### config.mk
export PLATFORM = sky130hd
export DESIGN_NAME = sclut_interp
export DESIGN_NICKNAME = d
export VERILOG_FILES = /design/src/rtl/core/assert_macros.svh /design/src/rtl/core/sclut_pkg.sv /design/src/rtl/core/sclut_interp.sv
export SDC_FILE = /design/constraint.sdc
export NUM_CORES = 1
export LEC_CHECK = 0
export ABC_AREA = 1
export BUFFER_PORTS_ARGS = -buffer_cell sky130_fd_sc_hd__buf_2
export CAP_MARGIN = 20
export CORE_ASPECT_RATIO = 0.5
export CORE_MARGIN = 2
export CORE_UTILIZATION = 39
export DETAILED_ROUTE_END_ITERATION = 10
export GPL_ROUTABILITY_DRIVEN = 0
export PLACE_DENSITY_LB_ADDON = 0.15
export RECOVER_POWER = 100
export REMOVE_ABC_BUFFERS = 1
export SYNTH_ARGS = -nofsm -noshare
export SYNTH_HDL_FRONTEND = slang
export SYNTH_SLANG_ARGS = --single-unit
### constraint.sdc
create_clock -name clk -period 6.7 [get_ports clk]
set_input_delay 0.67 -clock clk [delete_from_list [all_inputs] [get_ports clk]]
set_output_delay 0.67 -clock clk [all_outputs]
set_load 0.02 [all_outputs]
### src/rtl/core/assert_macros.svh
// Assertion macros shared by the sine/cosine interpolator RTL.
// No dependencies; define ASSERT_OFF to compile the checks out.
`ifndef ASSERT_MACROS_SVH
`define ASSERT_MACROS_SVH
`ifndef ASSERT_OFF
`define ASSERT_CHK(lbl, clk, rst_n, prop, msg) \
	lbl: assert property (@(posedge clk) disable iff (!rst_n) prop) else $error(msg);
`define ASSERT_ALW(lbl, clk, prop, msg) \
	lbl: assert property (@(posedge clk) prop) else $error(msg);
`else
`define ASSERT_CHK(lbl, clk, rst_n, prop, msg)
`define ASSERT_ALW(lbl, clk, prop, msg)
`endif
`endif

### src/rtl/core/sclut_pkg.sv
// Package for the sine/cosine interpolator: default sizes, the 1/(2*pi) constant
// and the elaboration-time functions that build the sine table. No dependencies.
package sclut_pkg;

	localparam int TABLE_DEPTH   = 512;
	localparam int FRACTION_BITS = 16;

	// round(2^35/pi): angle in Q12.20 times this gives turns at bit 56.
	localparam logic [33:0] INV_TWO_PI_Q35 = 34'd10937044409;

	localparam longint unsigned HALF_PI_Q30 = 64'd1686629713;
	localparam longint unsigned ONE_Q30     = 64'd1073741824;
	localparam longint          Q15_MAX     = 64'sd32767;

	localparam longint unsigned SIN_DIV [8] = '{6, 20, 42, 72, 110, 156, 210, 272};
	localparam longint unsigned COS_DIV [8] = '{2, 12, 30, 56, 90, 132, 182, 240};

	// Taylor series in Q2.30 on [0, pi/2); odd selects sine, else cosine.
	function automatic longint series_q30(longint unsigned x, bit odd);
		longint unsigned x2;
		longint unsigned term;
		longint          sum;
		x2 = (x * x) >> 30;
		term = odd ? x : ONE_Q30;
		sum = longint'(term);
		for (int k = 0; k < 8; k++) begin
			term = (term * x2) >> 30;
			term = odd ? term / SIN_DIV[k] : term / COS_DIV[k];
			if ((k % 2) == 0) begin
				sum = sum - longint'(term);
			end else begin
				sum = sum + longint'(term);
			end
		end
		if (sum < 0) begin
			sum = 0;
		end
		return sum;
	endfunction

	// Entry i of one sine period over 2^depth_log2 entries, Q1.15, clamped to +-32767.
	function automatic logic signed [15:0] table_entry(int unsigned i, int unsigned depth_log2);
		longint unsigned quarters;
		longint unsigned quad;
		longint unsigned rem;
		longint unsigned a;
		longint          v;
		longint          q;
		quarters = 64'(i) * 4;
		quad = (quarters >> depth_log2) & 64'd3;
		rem = quarters & ((64'd1 << depth_log2) - 64'd1);
		a = (HALF_PI_Q30 * rem) >> depth_log2;
		v = series_q30(a, (quad & 64'd1) == 64'd0);
		q = (v + 64'sd16384) >>> 15;
		if (q > Q15_MAX) begin
			q = Q15_MAX;
		end
		return (quad >= 64'd2) ? 16'(-q) : 16'(q);
	endfunction

endpackage

### src/rtl/core/sclut_interp.sv
// Interpolation stages: difference (s4), product with the fraction (s5),
// rounding, offset and saturation into the output register (s6). Uses sclut_pkg.
module sclut_interp #(
	parameter int FRACTION_BITS = sclut_pkg::FRACTION_BITS
) (
	input  logic                     clk,
	input  logic                     arst_n,
	input  logic [FRACTION_BITS-1:0] frac_s2,
	input  logic                     valid_s3,
	input  logic signed [15:0]       y0,
	input  logic signed [15:0]       y1,
	output logic                     strobe,
	output logic signed [15:0]       trig_value
);

	localparam int PW = 17 + FRACTION_BITS + 1;
	localparam logic signed [PW-1:0] ROUND_C = PW'(1) << (FRACTION_BITS - 1);
	localparam logic signed [18:0]   POS_LIM = 19'(sclut_pkg::Q15_MAX);
	localparam logic signed [18:0]   NEG_LIM = -19'(sclut_pkg::Q15_MAX);

	logic [FRACTION_BITS-1:0] frac_s3;
	logic [FRACTION_BITS-1:0] frac_s4;
	logic signed [16:0]       diff_s4;
	logic signed [15:0]       y0_s4;
	logic                     valid_s4;
	logic signed [PW-1:0]     prod_s5;
	logic signed [15:0]       y0_s5;
	logic                     valid_s5;
	logic signed [PW-1:0]     acc;
	logic signed [PW-1:0]     acc_sh;
	logic signed [18:0]       r;
	logic signed [15:0]       sat;
	logic signed [15:0]       trig_value_s6;
	logic                     strobe_s6;

	always_ff @(posedge clk or negedge arst_n) begin
		if (!arst_n) begin
			valid_s4  <= 1'b0;
			valid_s5  <= 1'b0;
			strobe_s6 <= 1'b0;
		end else begin
			valid_s4  <= valid_s3;
			valid_s5  <= valid_s4;
			strobe_s6 <= valid_s5;
		end
	end

	always_ff @(posedge clk) begin
		frac_s3 <= frac_s2;
		frac_s4 <= frac_s3;
		diff_s4 <= 17'(y1) - 17'(y0);
		y0_s4   <= y0;
		prod_s5 <= diff_s4 * $signed({1'b0, frac_s4});
		y0_s5   <= y0_s4;
	end

	// Arithmetic shift gives the floor, so ties round towards plus infinity.
	always_comb begin
		acc = prod_s5 + ROUND_C;
		acc_sh = acc >>> FRACTION_BITS;
		r = 19'(y0_s5) + 19'($signed(acc_sh[17:0]));
		if (r > POS_LIM) begin
			sat = 16'(POS_LIM);
		end else if (r < NEG_LIM) begin
			sat = 16'(NEG_LIM);
		end else begin
			sat = r[15:0];
		end
	end

	always_ff @(posedge clk) begin
		trig_value_s6 <= sat;
	end

	assign strobe     = strobe_s6;
	assign trig_value = trig_value_s6;

endmodule

## Word level (Yosys, flattened, before mapping)

Cells that the tools add are included.

- Bits in registers: 134
- Bits of input ports: 51
- Output and inout port bits: 17
- Word-level logic and storage cells: 19

- $add $sub $neg: 3
- Multiply operators: 1
- $lt $le $gt $ge: 2
- Multiplexer cells: 1
- Reduce and logical (&&, ||, !) cells: 1

Operators by type and width:

| operator | number |
|---|---|
| $add A34 B17 Y34 const B | 1 |
| $mul A17 B17 Y34 | 1 |
| $add A16 B18 Y19 | 1 |
| $gt A19 B16 Y1 const B | 1 |
| $lt A19 B16 Y1 const B | 1 |
| $sub A16 B16 Y17 | 1 |
| $mux W16 | 1 |
| $reduce_or A2 Y1 | 1 |

## Depth between registers and ports, before layout

- Depth in word-level cells: 4
- Depth in mapped cells: 27
- Mapped depth without buffers: 26

## Worst setup path after synthesis

OpenSTA, ideal clock, no wires.

- Path kind: register to register
- Start: register diff_s4[16]
- End: register prod_s5[32]
- Setup time: 0.119 ns
- Arrival time: 5.503 ns
- Required time: 6.581 ns
- Path slack: 1.079 ns
- Cell stages (with the launch flop): 20
- Buffers on the path: 2
- Period minus slack after synthesis: 5.621 ns
- Cell sequence: dfxtp_1 -> clkbuf_1 -> clkbuf_1 -> nand2_1 -> fa_1 -> fa_1 -> inv_1 -> fa_1 -> fa_1 -> fa_1 -> inv_1 -> fa_1 -> inv_1 -> ha_1 -> a21o_1 -> a21oi_1 -> o21ai_0 -> a211oi_1 -> nand2_1 -> xor2_1

- Longest elaborated chain between the ends: 1

RTL lines:

| item | RTL line | RTL |
|---|---|---|
| start: declaration | sclut_interp.sv:23 | `logic signed [16:0] diff_s4;` |
| start signal: assignment | sclut_interp.sv:51 | `diff_s4 <= 17'(y1) - 17'(y0);` |
| $mul A17 B17 Y34 | sclut_interp.sv:53 | `prod_s5 <= diff_s4 * $signed({1'b0, frac_s4});` |
| end signal: assignment | sclut_interp.sv:53 |  |
| end: declaration | sclut_interp.sv:26 | `logic signed [PW-1:0] prod_s5;` |

Every way passes these cells.
A chain may end at the register's enable or synchronous reset.

## Worst setup path in the final report

- Start: register frac_s4[2]
- End: register prod_s5[31]

- Longest elaborated chain between the ends: 1

RTL lines:

| item | RTL line | RTL |
|---|---|---|
| start: declaration | sclut_interp.sv:22 | `logic [FRACTION_BITS-1:0] frac_s4;` |
| start signal: assignment | sclut_interp.sv:50 | `frac_s4 <= frac_s3;` |
| $mul A17 B17 Y34 | sclut_interp.sv:53 |  |

Every way passes these cells.

==> summary.txt <==
Synth Cell Area -> 15700 µm²
Crit path required time -> 7080 ps
Run status -> finished, final reports clean
WL/cell -> 15.0 µm
ANT nets after route -> 0
Crit-path cells -> nand2_1 > fa_1 > inv_1 > fa_1 > fa_1 > fa_1 > fa_1 > inv_1 > fa_1 > inv_1 > ha_1 > nand2_1 > nor4_1 > nand3_1 > nand3_1 > nand3_1 > o211ai_1 > xor2_1
Total Nets Final -> 2467
MaxCap Viol Count -> 0
Global route overflow -> 0
Reg clk slew, reported paths -> 70 ps
Area Growth Syn to Fin -> 9.98%
Core area -> 39300 µm²
Main synth FF type -> dfxtp_1
RR Startpoint -> frac_s4[2]
EDFF count, synth -> 0
Total clock sinks -> 119
Post-synth top area share -> 0.356
Commonest non-fill, non-tap cell in the layout -> inv_1
Largest net degree at the start of global routing -> 18
Root buffer cell -> clkbuf_16
Die ar. -> 42000 µm²
Number of buffers created by CTS -> 17
DR vias/cell -> 4.50
Worst setup startpoint -> frac_s4[2]
Worst Tran Pin Value -> 779 ps
Vias -> 11500
Filler cells -> 4076
Drt first pass iters -> 6
Critical path's top delay family -> adder cells
Crit-path max FO -> 9
H-tree depth -> 4
Ant. Diodes -> 0
Relative slew slack -> 0.480
Fin. Hold Viols -> 0
PortBufs -> 67
DRT Wirelength -> 38400 µm
Clock Path Buffers -> 2
Fmax -> 0.168 GHz
Top cells by area, synth -> fa_1 36%, dfxtp_1 15%, inv_1 14%
RSZ-0062 raised after global routing -> false
Register area share after synthesis -> 0.153
# setup viols final -> 0
Rows -> 51
Yosys warning count -> 0
Vias in the first global route -> 12000
Insertion delay to the later sink of the worst-skew pair -> 440 ps
Share of layout cells above drive strength 1 -> 0.0640
Dpl hpwl -> 32400 µm
Die width -> 288 µm
Setup TNS -> 0 ps
# hold bufs at CTS -> 1
Top Ports -> 68
Slew Viols, Final -> 0
TritonCTS clock tree -> done
Final setup margin -> 752 ps
Skew final -> 13.0 ps
Initial Util -> 0.399
Synth Area per Inst -> 8.01 µm²
Buffers and inverters on the worst path -> 3
Antenna violations before repair -> 0
Most frequent cells in the layout -> 575 x inv_1, 470 x nand2_1, 279 x fa_1
First-pass GRT wire length -> 63300 µm
Worst setup path category -> flop to flop
Max stage delay on crit path -> 690 ps
Hold Crit Class -> flop to flop
Quantity of gates resized following cts -> 0
CP Capture Type -> flop
Worst path slowest cell -> fa_1
Global Route Usage Sum -> 0.194
Syn Inst Count -> 1960
Cell variety after synth -> 42
Dpl ws -> 749 ps
Min Tclk post-route -> 5950 ps
1st-iter DRT viols -> 766
Most area-hungry cell type in the Yosys netlist -> fa_1
Tcrit/Tclk final -> 0.888
Post-CTS Setup Bufs -> 0
Asr flop ratio synth -> 0.0252
Die height -> 146 µm
Critical hold path startpoint -> y0_s4[12]
CP Launch Type -> flop
Crit path arrival time -> 6330 ps
# DRC -> 0
Flop and latch count out of synthesis -> 119
Critical path's most frequent cell -> fa_1
==> layer usage <==
metal  vias up  track usage  part of all wire
li1       5744            -                 -
met1      5513        0.293              0.52
met2       242        0.285              0.40
met3        30       0.0434             0.068
met4         0       0.0326            0.0091
met5         -            0                 0
==> stage by stage <==
stage          hold slack (ps)  instances  area (µm²)   util
3_5_place_dp               312       2527       16700  0.425
2_1_floorplan              310       1894       15400      -
4_1_cts                    305       2560       17300  0.441
6_report                   321       2560       17300  0.439
3_3_place_gp               310       2527       16700  0.425
5_1_grt                    307       2560       17300  0.439
==> path summary, 6_finish.rpt <==
check | end | depth (start not counted) | slack [ps]
min reg2reg | y0_s5[12] | 0 | 320
max | prod_s5[31] | 18 | 750
max in group asynchronous | valid_s5 | 2 | 5990
min | y0_s5[12] | 0 | 320
max reg2reg | prod_s5[31] | 18 | 750
min in group asynchronous | valid_s4 | 2 | 550
==> synth_stat cells (7+ instances only) <==
| cell | instances |
|---|---|
| a21o_1 | 9 |
| a21oi_1 | 58 |
| clkbuf_1 | 64 |
| dfxtp_1 | 116 |
| fa_1 | 279 |
| ha_1 | 120 |
| inv_1 | 575 |
| nand2_1 | 469 |
| nand2_2 | 10 |
| nand3_1 | 38 |
| nand4_1 | 9 |
| nor2_1 | 60 |
| nor3_1 | 7 |
| o21ai_0 | 27 |
| xnor2_1 | 18 |
| xor2_1 | 39 |
==> cell type report <==
cell class,instances,area [µm²],area share
repair buffers,104,586,0.0339
clock inverters,14,189,0.0109
flip-flops and latches,119,2400,0.139
clock buffers,18,429,0.0249
multi-input cells,1196,10800,0.627
well taps,530,663,0.0384
inverters,579,2170,0.126
==> sequential cells by signal, summed over array words and instances (netlist names) <==
| signal | cells |
|---|---|
| valid_s5 | 1 |
| y0_s5 | 16 |
| diff_s4 | 17 |
| y0_s4 | 16 |
| valid_s4 | 1 |
| prod_s5 | 19 |
| frac_s4 | 16 |
| trig_value | 16 |
| strobe | 1 |
| frac_s3 | 16 |
==> logic make-up (layout without fill, tap and decap cells) <==
family,after synthesis,in the layout,share of synthesized area
AO/OA/AOI/OAI,119,119,0.0441
flip-flops,119,119,0.153
AND/OR/NAND/NOR,619,619,0.162
adder cells (fa/ha/maj),399,399,0.452
buffers and inverters,645,715,0.155
XOR/XNOR,59,59,0.0346
==> worst register-to-register path: cells and delay by family, from the launching register on <==
family          cells  cell delay (ps)
flops               1              650
xor+xnor            1              160
compound gates      1              100
fa+ha+maj           7             3480
buf+inv             3              220
simple gates        6             1270
Power is not shown: default switching activity piles up to over one toggle a cycle in this logic, so the estimate is an artifact.
