[config.mk]
export PLATFORM = sky130hd
export DESIGN_NAME = sclut_phase
export DESIGN_NICKNAME = d
export VERILOG_FILES = /design/src/rtl/core/assert_macros.svh /design/src/rtl/core/sclut_pkg.sv /design/src/rtl/core/sclut_phase.sv
export SDC_FILE = /design/constraint.sdc
export NUM_CORES = 1
export LEC_CHECK = 0
export BUFFER_PORTS_ARGS = -buffer_cell sky130_fd_sc_hd__buf_2
export CAP_MARGIN = 20
export CORE_AREA = 2 2 192 241
export DETAILED_ROUTE_END_ITERATION = 16
export DIE_AREA = 0 0 194 243
export PLACE_DENSITY_LB_ADDON = 0.08
export SYNTH_ARGS = -nofsm -noshare
export SYNTH_HDL_FRONTEND = slang
export SYNTH_SLANG_ARGS = --single-unit
[constraint.sdc]
create_clock -name clk -period 6.35 [get_ports clk]
set_input_delay 0.3175 -clock clk [delete_from_list [all_inputs] [get_ports clk]]
set_output_delay 0.3175 -clock clk [all_outputs]
set_load 0.01 [all_outputs]
[src/rtl/core/assert_macros.svh]
// Assertion macros shared by the sine/cosine interpolator RTL.
// No dependencies; define ASSERT_OFF to compile the checks out.
`ifndef ASSERT_MACROS_SVH
`define ASSERT_MACROS_SVH
`ifndef ASSERT_OFF
`define ASSERT_CHK(lbl, clk, rst_n, prop, msg) \
	lbl: assert property (@(posedge clk) disable iff (!rst_n) prop) else $error(msg);
`define ASSERT_ALW(lbl, clk, prop, msg) \
	lbl: assert property (@(posedge clk) prop) else $error(msg);
`else
`define ASSERT_CHK(lbl, clk, rst_n, prop, msg)
`define ASSERT_ALW(lbl, clk, prop, msg)
`endif
`endif

[src/rtl/core/sclut_pkg.sv]
// Package for the sine/cosine interpolator: default sizes, the 1/(2*pi) constant
// and the elaboration-time functions that build the sine table. No dependencies.
package sclut_pkg;

	localparam int TABLE_DEPTH   = 512;
	localparam int FRACTION_BITS = 16;

	// round(2^35/pi): angle in Q12.20 times this gives turns at bit 56.
	localparam logic [33:0] INV_TWO_PI_Q35 = 34'd10937044409;

	localparam longint unsigned HALF_PI_Q30 = 64'd1686629713;
	localparam longint unsigned ONE_Q30     = 64'd1073741824;
	localparam longint          Q15_MAX     = 64'sd32767;

	localparam longint unsigned SIN_DIV [8] = '{6, 20, 42, 72, 110, 156, 210, 272};
	localparam longint unsigned COS_DIV [8] = '{2, 12, 30, 56, 90, 132, 182, 240};

	// Taylor series in Q2.30 on [0, pi/2); odd selects sine, else cosine.
	function automatic longint series_q30(longint unsigned x, bit odd);
		longint unsigned x2;
		longint unsigned term;
		longint          sum;
		x2 = (x * x) >> 30;
		term = odd ? x : ONE_Q30;
		sum = longint'(term);
		for (int k = 0; k < 8; k++) begin
			term = (term * x2) >> 30;
			term = odd ? term / SIN_DIV[k] : term / COS_DIV[k];
			if ((k % 2) == 0) begin
				sum = sum - longint'(term);
			end else begin
				sum = sum + longint'(term);
			end
		end
		if (sum < 0) begin
			sum = 0;
		end
		return sum;
	endfunction

	// Entry i of one sine period over 2^depth_log2 entries, Q1.15, clamped to +-32767.
	function automatic logic signed [15:0] table_entry(int unsigned i, int unsigned depth_log2);
		longint unsigned quarters;
		longint unsigned quad;
		longint unsigned rem;
		longint unsigned a;
		longint          v;
		longint          q;
		quarters = 64'(i) * 4;
		quad = (quarters >> depth_log2) & 64'd3;
		rem = quarters & ((64'd1 << depth_log2) - 64'd1);
		a = (HALF_PI_Q30 * rem) >> depth_log2;
		v = series_q30(a, (quad & 64'd1) == 64'd0);
		q = (v + 64'sd16384) >>> 15;
		if (q > Q15_MAX) begin
			q = Q15_MAX;
		end
		return (quad >= 64'd2) ? 16'(-q) : 16'(q);
	endfunction

endpackage

[src/rtl/core/sclut_phase.sv]
// Angle to phase stages: the 1/(2*pi) product in two partial products (s1),
// then the sum, the cosine quarter turn and the index/fraction split (s2). Uses sclut_pkg.
module sclut_phase #(
	parameter int FRACTION_BITS = sclut_pkg::FRACTION_BITS,
	parameter int IDX_W         = $clog2(sclut_pkg::TABLE_DEPTH)
) (
	input  logic                     clk,
	input  logic                     arst_n,
	input  logic                     in_valid,
	input  logic                     op,
	input  logic signed [31:0]       angle,
	output logic                     valid_s2,
	output logic [IDX_W-1:0]         idx_s2,
	output logic [FRACTION_BITS-1:0] frac_s2
);

	localparam logic signed [17:0] C_LO = $signed({1'b0, sclut_pkg::INV_TWO_PI_Q35[16:0]});
	localparam logic signed [17:0] C_HI = $signed({1'b0, sclut_pkg::INV_TWO_PI_Q35[33:17]});

	logic signed [49:0] mul_lo_s1;
	logic signed [49:0] mul_hi_s1;
	logic               op_s1;
	logic               valid_s1;
	logic [55:0]        sum;
	logic [31:0]        phase;

	always_ff @(posedge clk or negedge arst_n) begin
		if (!arst_n) begin
			valid_s1 <= 1'b0;
			valid_s2 <= 1'b0;
		end else begin
			valid_s1 <= in_valid;
			valid_s2 <= valid_s1;
		end
	end

	always_ff @(posedge clk) begin
		mul_lo_s1 <= angle * C_LO;
		mul_hi_s1 <= angle * C_HI;
		op_s1     <= op;
	end

	// Only product bits 55..24 matter, so the sum is kept modulo 2^56.
	// Cosine adds a quarter turn, which sits at product bit 54.
	always_comb begin
		sum = 56'(mul_lo_s1) + {mul_hi_s1[38:0], 17'd0} + (56'(op_s1) << 54);
		phase = sum[55:24];
	end

	always_ff @(posedge clk) begin
		idx_s2  <= phase[31 -: IDX_W];
		frac_s2 <= phase[31-IDX_W -: FRACTION_BITS];
	end

endmodule

; ---- Yosys cells after proc, flatten, opt, wreduce, memory -nomap -nowiden
; Index checks and enable logic that the tools add are counted.
[totals]
regBits = 112
input_bits = 36
out_inout_bits = 26
wordCells = 11
[classes]
n_addsub = 2
mul = 2
[op_table]
columns = op, count
row1 = $add 56x55->56, 1
row2 = $add 56x56->56, 1
row3 = $mul 32x13->45 const B, 1
row4 = $mul 32x18->39 const B, 1

; ---- Logic depth before layout (Yosys ltp)
; Gate-level depths: netlist of run 1.
[depth]
word_depth = 2
ltp_mapped = 22
ltp_nobuf = 21

; ---- Least setup slack after synthesis of run 1
; Ideal clock, no wire load.
[synth_path]
path_kind = input -> register
from = input angle[9]
to = register mul_hi_s1[37]
setup_ns = 0.122
arrival_time_ns = 5.483
required_ns = 6.228
slack_ns = 0.745
path_stages = 19
n_path_buf = 1
path_cell_list = inv_1 -> fa_1 -> fa_1 -> inv_1 -> ha_1 -> fa_1 -> fa_1 -> inv_1 -> fa_1 -> inv_1 -> ha_1 -> clkdlybuf4s18_1 -> o211a_1 -> a211oi_1 -> o21a_1 -> or4_4 -> a21o_1 -> and4_4 -> a311o_1
[synth_between]
elab_chain_len = 1
[synth_rtl]
columns = element, line
row1 = from (decl), sclut_phase.sv:11  ; input logic signed [31:0] angle,
row2 = $mul 32x18->39, sclut_phase.sv:39  ; mul_hi_s1 <= angle * C_HI;
row3 = to (signal assigned), sclut_phase.sv:39
row4 = to (decl), sclut_phase.sv:21  ; logic signed [49:0] mul_hi_s1;
; No other way between the ends.

; ---- Final worst setup path of run 1
[layout_path]
from = input angle[11]
to = register mul_hi_s1[31]
; Same word-level chain as after synthesis.

==> metrics.md, run 1 <==
| Metric | Value |
|---|---|
| Largest net degree at the start of global routing | 18 |
| Max Slew Vio Count | 0 |
| Share of layout cells above drive strength 1 | 5.55% |
| Core area | 44800 sq um |
| Top Metal Used | met4 |
| 1st-iter DRT viols | approximately 590 |
| Avg WL per Cell | 19.0 um |
| Most instantiated library cell after synthesis | inv_1 |
| Hold Violations, Final | 0 |
| Kind of critical path | primary input to flip-flop |
| IO Port Bufs | 61 |
| First-pass GRT wire length | 84.3 mm |
| CP max stage delay | 730 ps |
| Mapped Area | approximately 20000 sq um |
| Reg2reg end | idx_s2[8]$_DFF_P_ |
| Critical Path, Cell by Cell | buf_2 > inv_1 > fa_1 > inv_1 > fa_1 > ha_1 > fa_1 > fa_1 > inv_1 > fa_1 > inv_1 > ha_1 > nand4_1 > or2_2 > a311o_2 > a21oi_1 > o21ai_0 > o311ai_0 |
| Part of the Yosys area used for sequential elements | 9.58% |
| Run status | finished clean |
| Total number of vias | 13500 |
| Largest area contributor in the netlist | fa_1 |
| Die width | 194 um |
| Post-synth EDFFs | 0 |
| Top cells by count, synth | inv_1 (707), fa_1 (400), ha_1 (319) |
| Hold WC Path Type | primary input to flip-flop |
| Critical Path End | mul_hi_s1[31]$_DFF_P_ |
| Final Net Count | 2897 |
| Starting Density | 44.5% |
| Met2 wire len | 28.9 mm |
| Relative slew slack | 44.2% |
| Setup bufs post-CTS | 0 |
| Post-DRT Antenna Nets | 0 |
| Fillers | 4371 |
| Share of the synthesized area in the top cell type | 40.1% |
| Unique masters post-synth | 68 |
| Critical path origin | angle[11] |
| Root Buffer | clkbuf_16 |
| WP depth | 18 |
| Synth Warn # | 0 |
| Area contributors post-synth | fa_1 (40%), ha_1 (20%), inv_1 (13%) |
| I/O pin total | 62 |
| GRT overflow | 0 |
| DRC | 0 |
| Sink Count | 95 |
| RSZ-0062 raised after global routing | no |
| Asr flop ratio synth | 2.11% |
| Die area | approximately 47000 sq um |
| Startpoint Class | primary input |
| Worst R2R Start | mul_lo_s1[26]$_DFF_P_ |
| Seq cells post-synth | 95 |
| HPWL Detailed | 47.1 mm |
| Crit share post-route | between 90 and 100% |
| Metal3 WL | roughly 740 um |
| Worst Tran Pin Value | 827 ps |
| Syn nets | approximately 2800 |
| Worst path bufs/invs | 5 |
| Crit-path leading delay family | adder cells |
| Routability cong. | around 0.95 |
| Routed WL | 51.8 mm |
| H-tree lvl count | 3 |
| Number of iterations in the first detailed-routing pass | 5 |
| Clock slew at reported path FFs | roughly 70 ps |
| Skew final | 6.85 ps |
| Worst hold slack | 71.7 ps |
| CTS tree | built |
| M1 WL | 19.1 mm |
| Clock buffer depth | 2 |
| Initial antenna violation count | 0 |
| Finished Layout Cells | 2723 |
| FMAX | 0.168 GHz |
| CP endpoint kind | flip-flop |
| Number of global-route vias before repair | 15500 |
| CP dominant cell by count | fa_1 |
| Area Growth Syn to Fin | 7.44% |
| Syn Inst Count | roughly 2000 |
| N_diodes | 0 |
| Mean Syn Cell Area | 9.71 sq um |
| Worst EP required | 6520 ps |
| Via/cell ratio | 4.95 |
| Die height | 243 um |
| Critical Path Slowest Stage Cell | o311ai_0 |
| CTS Buf Count | 9 |
| Worst r2r path cells | 10 |
| Clock latency at the later pin of the worst-skew pair | 350 ps |
| R2R setup slack | about 3000 ps |
| CP arrival | 6140 ps |
| Total negative slack | 0 ps |
| GRT Total Usage | 23.5% |
| Max Cap Viol | 0 |
| CP Max Fanout | 6 |
| Ys flop type | dfxtp_1 |
| Cells after DPL | 2708 |
| Minimum clock period | 5970 ps |
| Final setup viols | 0 |
| FP Rows | 87 |
[sequential cells by signal (all words and copies together), names as in the netlist]
signal	cells
frac_s2	16
idx_s2	9
mul_hi_s1	39
mul_lo_s1	28
op_s1	1
valid_s1	1
valid_s2	1
[placed cells by master, fill, tap and decap left out, drive strengths merged, types with 41 or more instances in the layout]
cell type | synthesis | routed
fa | 400 | 400
o21ai | 41 | 41
nor2 | 43 | 43
xnor2 | 58 | 58
nand2 | 52 | 52
inv | 707 | 707
a21o | 49 | 49
buf | 0 | 84
dfxtp | 93 | 93
ha | 319 | 319
a21oi | 76 | 76
[worst min-delay path by stage]
stage	from	to	cells after the start
2_1_floorplan	arst_n	valid_s1$_DFF_PN0_	0
3_3_place_gp	arst_n	valid_s2$_DFF_PN0_	1
6_report	in_valid	valid_s1$_DFF_PN0_	1
4_1_cts	in_valid	valid_s1$_DFF_PN0_	1
5_1_grt	in_valid	valid_s1$_DFF_PN0_	1
3_5_place_dp	arst_n	valid_s2$_DFF_PN0_	1
[cells by family (layout without fill, tap and decap cells)]
kind of cell / count (synthesis) / in the layout / synth area share [%]
XOR/XNOR: 87 / 87 / 3.82
adder cells (fa/ha/maj): 719 / 719 / 60.1
AND/OR/NAND/NOR: 187 / 187 / 4.68
AO/OA/AOI/OAI: 250 / 250 / 8.25
buffers and inverters: 716 / 806 / 13.5
multiplexers: 1 / 1 / 0.0501
flip-flops: 95 / 95 / 9.58
[stage by stage]
step / worst slack [ps] / area, sq um / util (%)
floorplan: 745 / 20000 / -
global placement: 45.2 / 21100 / 47.1
detailed placement: 38.4 / 21100 / 47.1
CTS: 413 / 21400 / 47.8
global route: 94.6 / 21400 / 47.8
finish: 385 / 21400 / 47.8
[final cells by class]
cell class                      instances  area, sq um  share of cell area, %
Clock inverter                          3         67.6                  0.315
Multi-Input combinational cell       1244        15400                   71.6
Clock buffer                           11          253                   1.18
Tap cell                              578          723                   3.37
Inverter                              707         2650                   12.4
Timing Repair Buffer                   85          488                   2.28
Sequential cell                        95         1910                   8.91
[repair_timing]
action,in CTS,in global routing
hold endpoints to repair,2,0
setup endpoints to repair,0,0
hold buffers,1,0
resized for setup,0,0
[layer usage]
layer  global-route usage (%)  vias up
met1                     25.3     6793
met4                     11.7        0
met5                        0        -
met3                     1.65       98
met2                     45.9      198
li1                         -     6402
Power of run 1 is left out: the tool's default activity adds up to more than one toggle a clock period on the data nets, which glitch-free logic cannot reach.
==> inputs of run 2 (changes only) <==
--- a/config.mk
+++ b/config.mk
@@ -11,6 +11,7 @@
 export DETAILED_ROUTE_END_ITERATION = 16
 export DIE_AREA = 0 0 194 243
 export PLACE_DENSITY_LB_ADDON = 0.08
+export RECOVER_POWER = 25
 export SYNTH_ARGS = -nofsm -noshare
 export SYNTH_HDL_FRONTEND = slang
 export SYNTH_SLANG_ARGS = --single-unit
==> run 2 against run 1 <==
Net effect: final cell count unchanged; clock-buffer cell count is the same; worst hold slack worse by 0.87 ps; fmax is 0.23% lower; first-iteration DRC count increased by 0.17%; worst setup slack lost 14 ps.
==> metrics.md, run 2 (synthesized netlist as in run 1, its figures left out) <==
| Metric | Value |
|---|---|
| Run status | finished clean |
| Final Net Count | 2897 (unchanged) |
| 1st-iter DRT viols | 594 (+0.17%) |
| Crit-path leading delay family | adder cells |
| Hold path endpoint | valid_s1$_DFF_PN0_ |
| Kind of critical path | primary input to flip-flop |
| DRC | 0 (unchanged) |
| Max Slew Vio Count | 0 (unchanged) |
| I/O pin total | 62 (unchanged) |
| GRT Total Usage | 23.5% (unchanged) |
| CP endpoint kind | flip-flop |
| Starting Density | 44.5% (unchanged) |
| Worst path bufs/invs | 5 (unchanged) |
| Largest net degree at the start of global routing | 18 (unchanged) |
| CTS tree | built |
| Root Buffer | clkbuf_16 |
| Initial antenna violation count | 0 (unchanged) |
| CP arrival | 6150 ps (about the same) |
| Minimum clock period | 5980 ps (+14.0 ps) |
| Post-CTS resize count | 0 (unchanged) |
| Skew final | 6.64 ps (-0.205 ps) |
| Reg2reg end | idx_s2[8]$_DFF_P_ |
| Total number of vias | 13500 (+0.11%) |
| Hold depth | 1 (unchanged) |
| Relative slew slack | 43.1% (-1.1 points) |
| Final setup viols | 0 (unchanged) |
| Share of layout cells above drive strength 1 | 4.43% (-1.1 points) |
| Worst R2R Start | mul_lo_s1[26]$_DFF_P_ |
| CTS Buf Count | 9 (unchanged) |
| Number of flip-flops in the largest register | 39 (unchanged) |
| Sink Count | 95 (unchanged) |
| Routed WL | 51.8 mm (about the same) |
| Design area | 21400 sq um (-0.14%) |
| Hold WC Path Type | primary input to flip-flop |
| Core area | 44800 sq um (unchanged) |
| Top Registers | mul_hi_s1: 39 flops, mul_lo_s1: 28 flops, frac_s2: 16 flops |
| FF+latch area | 1910 sq um (unchanged) |
| Clock latency at the later pin of the worst-skew pair | 350 ps (about the same) |
| Die width | 194 um (unchanged) |
| Fillers | 4382 (+0.25%) |
| GRT overflow | 0 (unchanged) |
| IO Port Bufs | 61 (unchanged) |
| FP Rows | 87 (unchanged) |
| Critical Path Slowest Stage Cell | o311ai_0 |
| HPWL Detailed | 47.1 mm (unchanged) |
| Most frequent cells in the layout | inv_1 (707), fa_1 (400), ha_1 (319), dfxtp_1 (93), a21oi_1 (76) |
| CP dominant cell by count | fa_1 |
| H-tree lvl count | 3 (unchanged) |
| Total negative slack | 0 ps (unchanged) |
| Worst Tran Pin Value | 843 ps (+15.8 ps) |
| Die height | 243 um (unchanged) |
| CP Max Fanout | 6 (unchanged) |
| Critical Path, Cell by Cell | buf_2 > inv_1 > fa_1 > inv_1 > fa_1 > ha_1 > fa_1 > fa_1 > inv_1 > fa_1 > inv_1 > ha_1 > nand4_1 > or2_2 > a311o_2 > a21oi_1 > o21ai_0 > o311ai_0 |
| CP max stage delay | 740 ps (about the same) |
| Number of global-route vias before repair | 15500 (unchanged) |
| Commonest non-fill, non-tap cell in the layout | inv_1 |
| Crit share post-route | 94.2% (+0.22 points) |
| Startpoint Class | primary input |
| Clock slew at reported path FFs | 70 ps (about the same) |
| Worst r2r path cells | 10 (unchanged) |
| Setup bufs post-CTS | 0 (unchanged) |
| First-pass GRT wire length | 84.3 mm (unchanged) |
| Number of iterations in the first detailed-routing pass | 5 (unchanged) |
| Post-Place Setup Slack | 38.4 ps (unchanged) |
| Die area | 47100 sq um (unchanged) |
| Via/cell ratio | 4.96 (+0.11%) |
| Area Growth Syn to Fin | 7.29% |
| Routability cong. | 0.948 (unchanged) |
| Placed Area | 21100 sq um (unchanged) |
| Min-delay src | in_valid |
| Cells after DPL | 2708 (unchanged) |
| RSZ-0062 raised after global routing | no |
| Top reg by flops | mul_hi_s1 |
| Min setup slack post-route | 371 ps (-14.0 ps) |
| Hold Violations, Final | 0 (unchanged) |
| N_diodes | 0 (unchanged) |
| Worst EP required | 6520 ps (about the same) |
| Multi-input logic area | 15400 sq um (unchanged) |
| Max Cap Viol | 0 (unchanged) |
| R2R setup slack | 3000 ps (about the same) |
| Post-DRT Antenna Nets | 0 (unchanged) |
| FMAX | 0.167 GHz (-0.23%) |
| Finished Layout Cells | 2723 (unchanged) |
| Avg WL per Cell | 19.0 um (about the same) |
| Clock buffer depth | 2 (unchanged) |
==> run 2: cell types whose count changed in the layout (fill, tap and decap cells not counted) <==
cell / change
clkbuf_1: +24
buf_2: -24
==> run 2: worst max path at each step <==
stage          startpoint                     to  slack (ps)  depth (start not counted)
2_1_floorplan    angle[9]  mul_hi_s1[37]$_DFF_P_         740                         19
3_3_place_gp    angle[11]  mul_hi_s1[31]$_DFF_P_          50                         18
6_report        angle[11]  mul_hi_s1[31]$_DFF_P_         370                         18
4_1_cts         angle[11]  mul_hi_s1[31]$_DFF_P_         410                         18
5_1_grt         angle[11]  mul_hi_s1[31]$_DFF_P_          90                         18
3_5_place_dp    angle[11]  mul_hi_s1[31]$_DFF_P_          40                         18
==> run 2: final cells by class <==
cell class / instances / area share (%)
flip-flops and latches: 95 / 8.93
clock buffers: 11 / 1.18
inverters: 707 / 12.4
well taps: 578 / 3.38
multi-input cells: 1244 / 71.7
repair buffers: 85 / 2.14
clock inverters: 3 / 0.315
==> run 2: repair_timing <==
item	CTS	global route
hold buffers	1	0
hold endpoints to repair	2	0
endpoints found under the setup margin	0	0
==> run 2: routing by layer <==
layer / track usage [%] / vias to the layer above / wire (um)
met5: 0 / - / 0
met4: 11.7 / 0 / 3150
met3: 1.65 / 102 / 829
met2: 45.9 / 218 / 28800
met1: 25.3 / 6784 / 19000
li1: - / 6402 / -
==> run 2: through the flow <==
stage | utilization (%) | hold slack, ps
final | 47.8 | 70.9
after global routing | 47.8 | 52.9
after CTS | 47.8 | 51.7
after detailed placement | 47.1 | 105
after global placement | 47.1 | 102
after floorplan | - | 21.9
Power of run 2 is left out for the same reason.
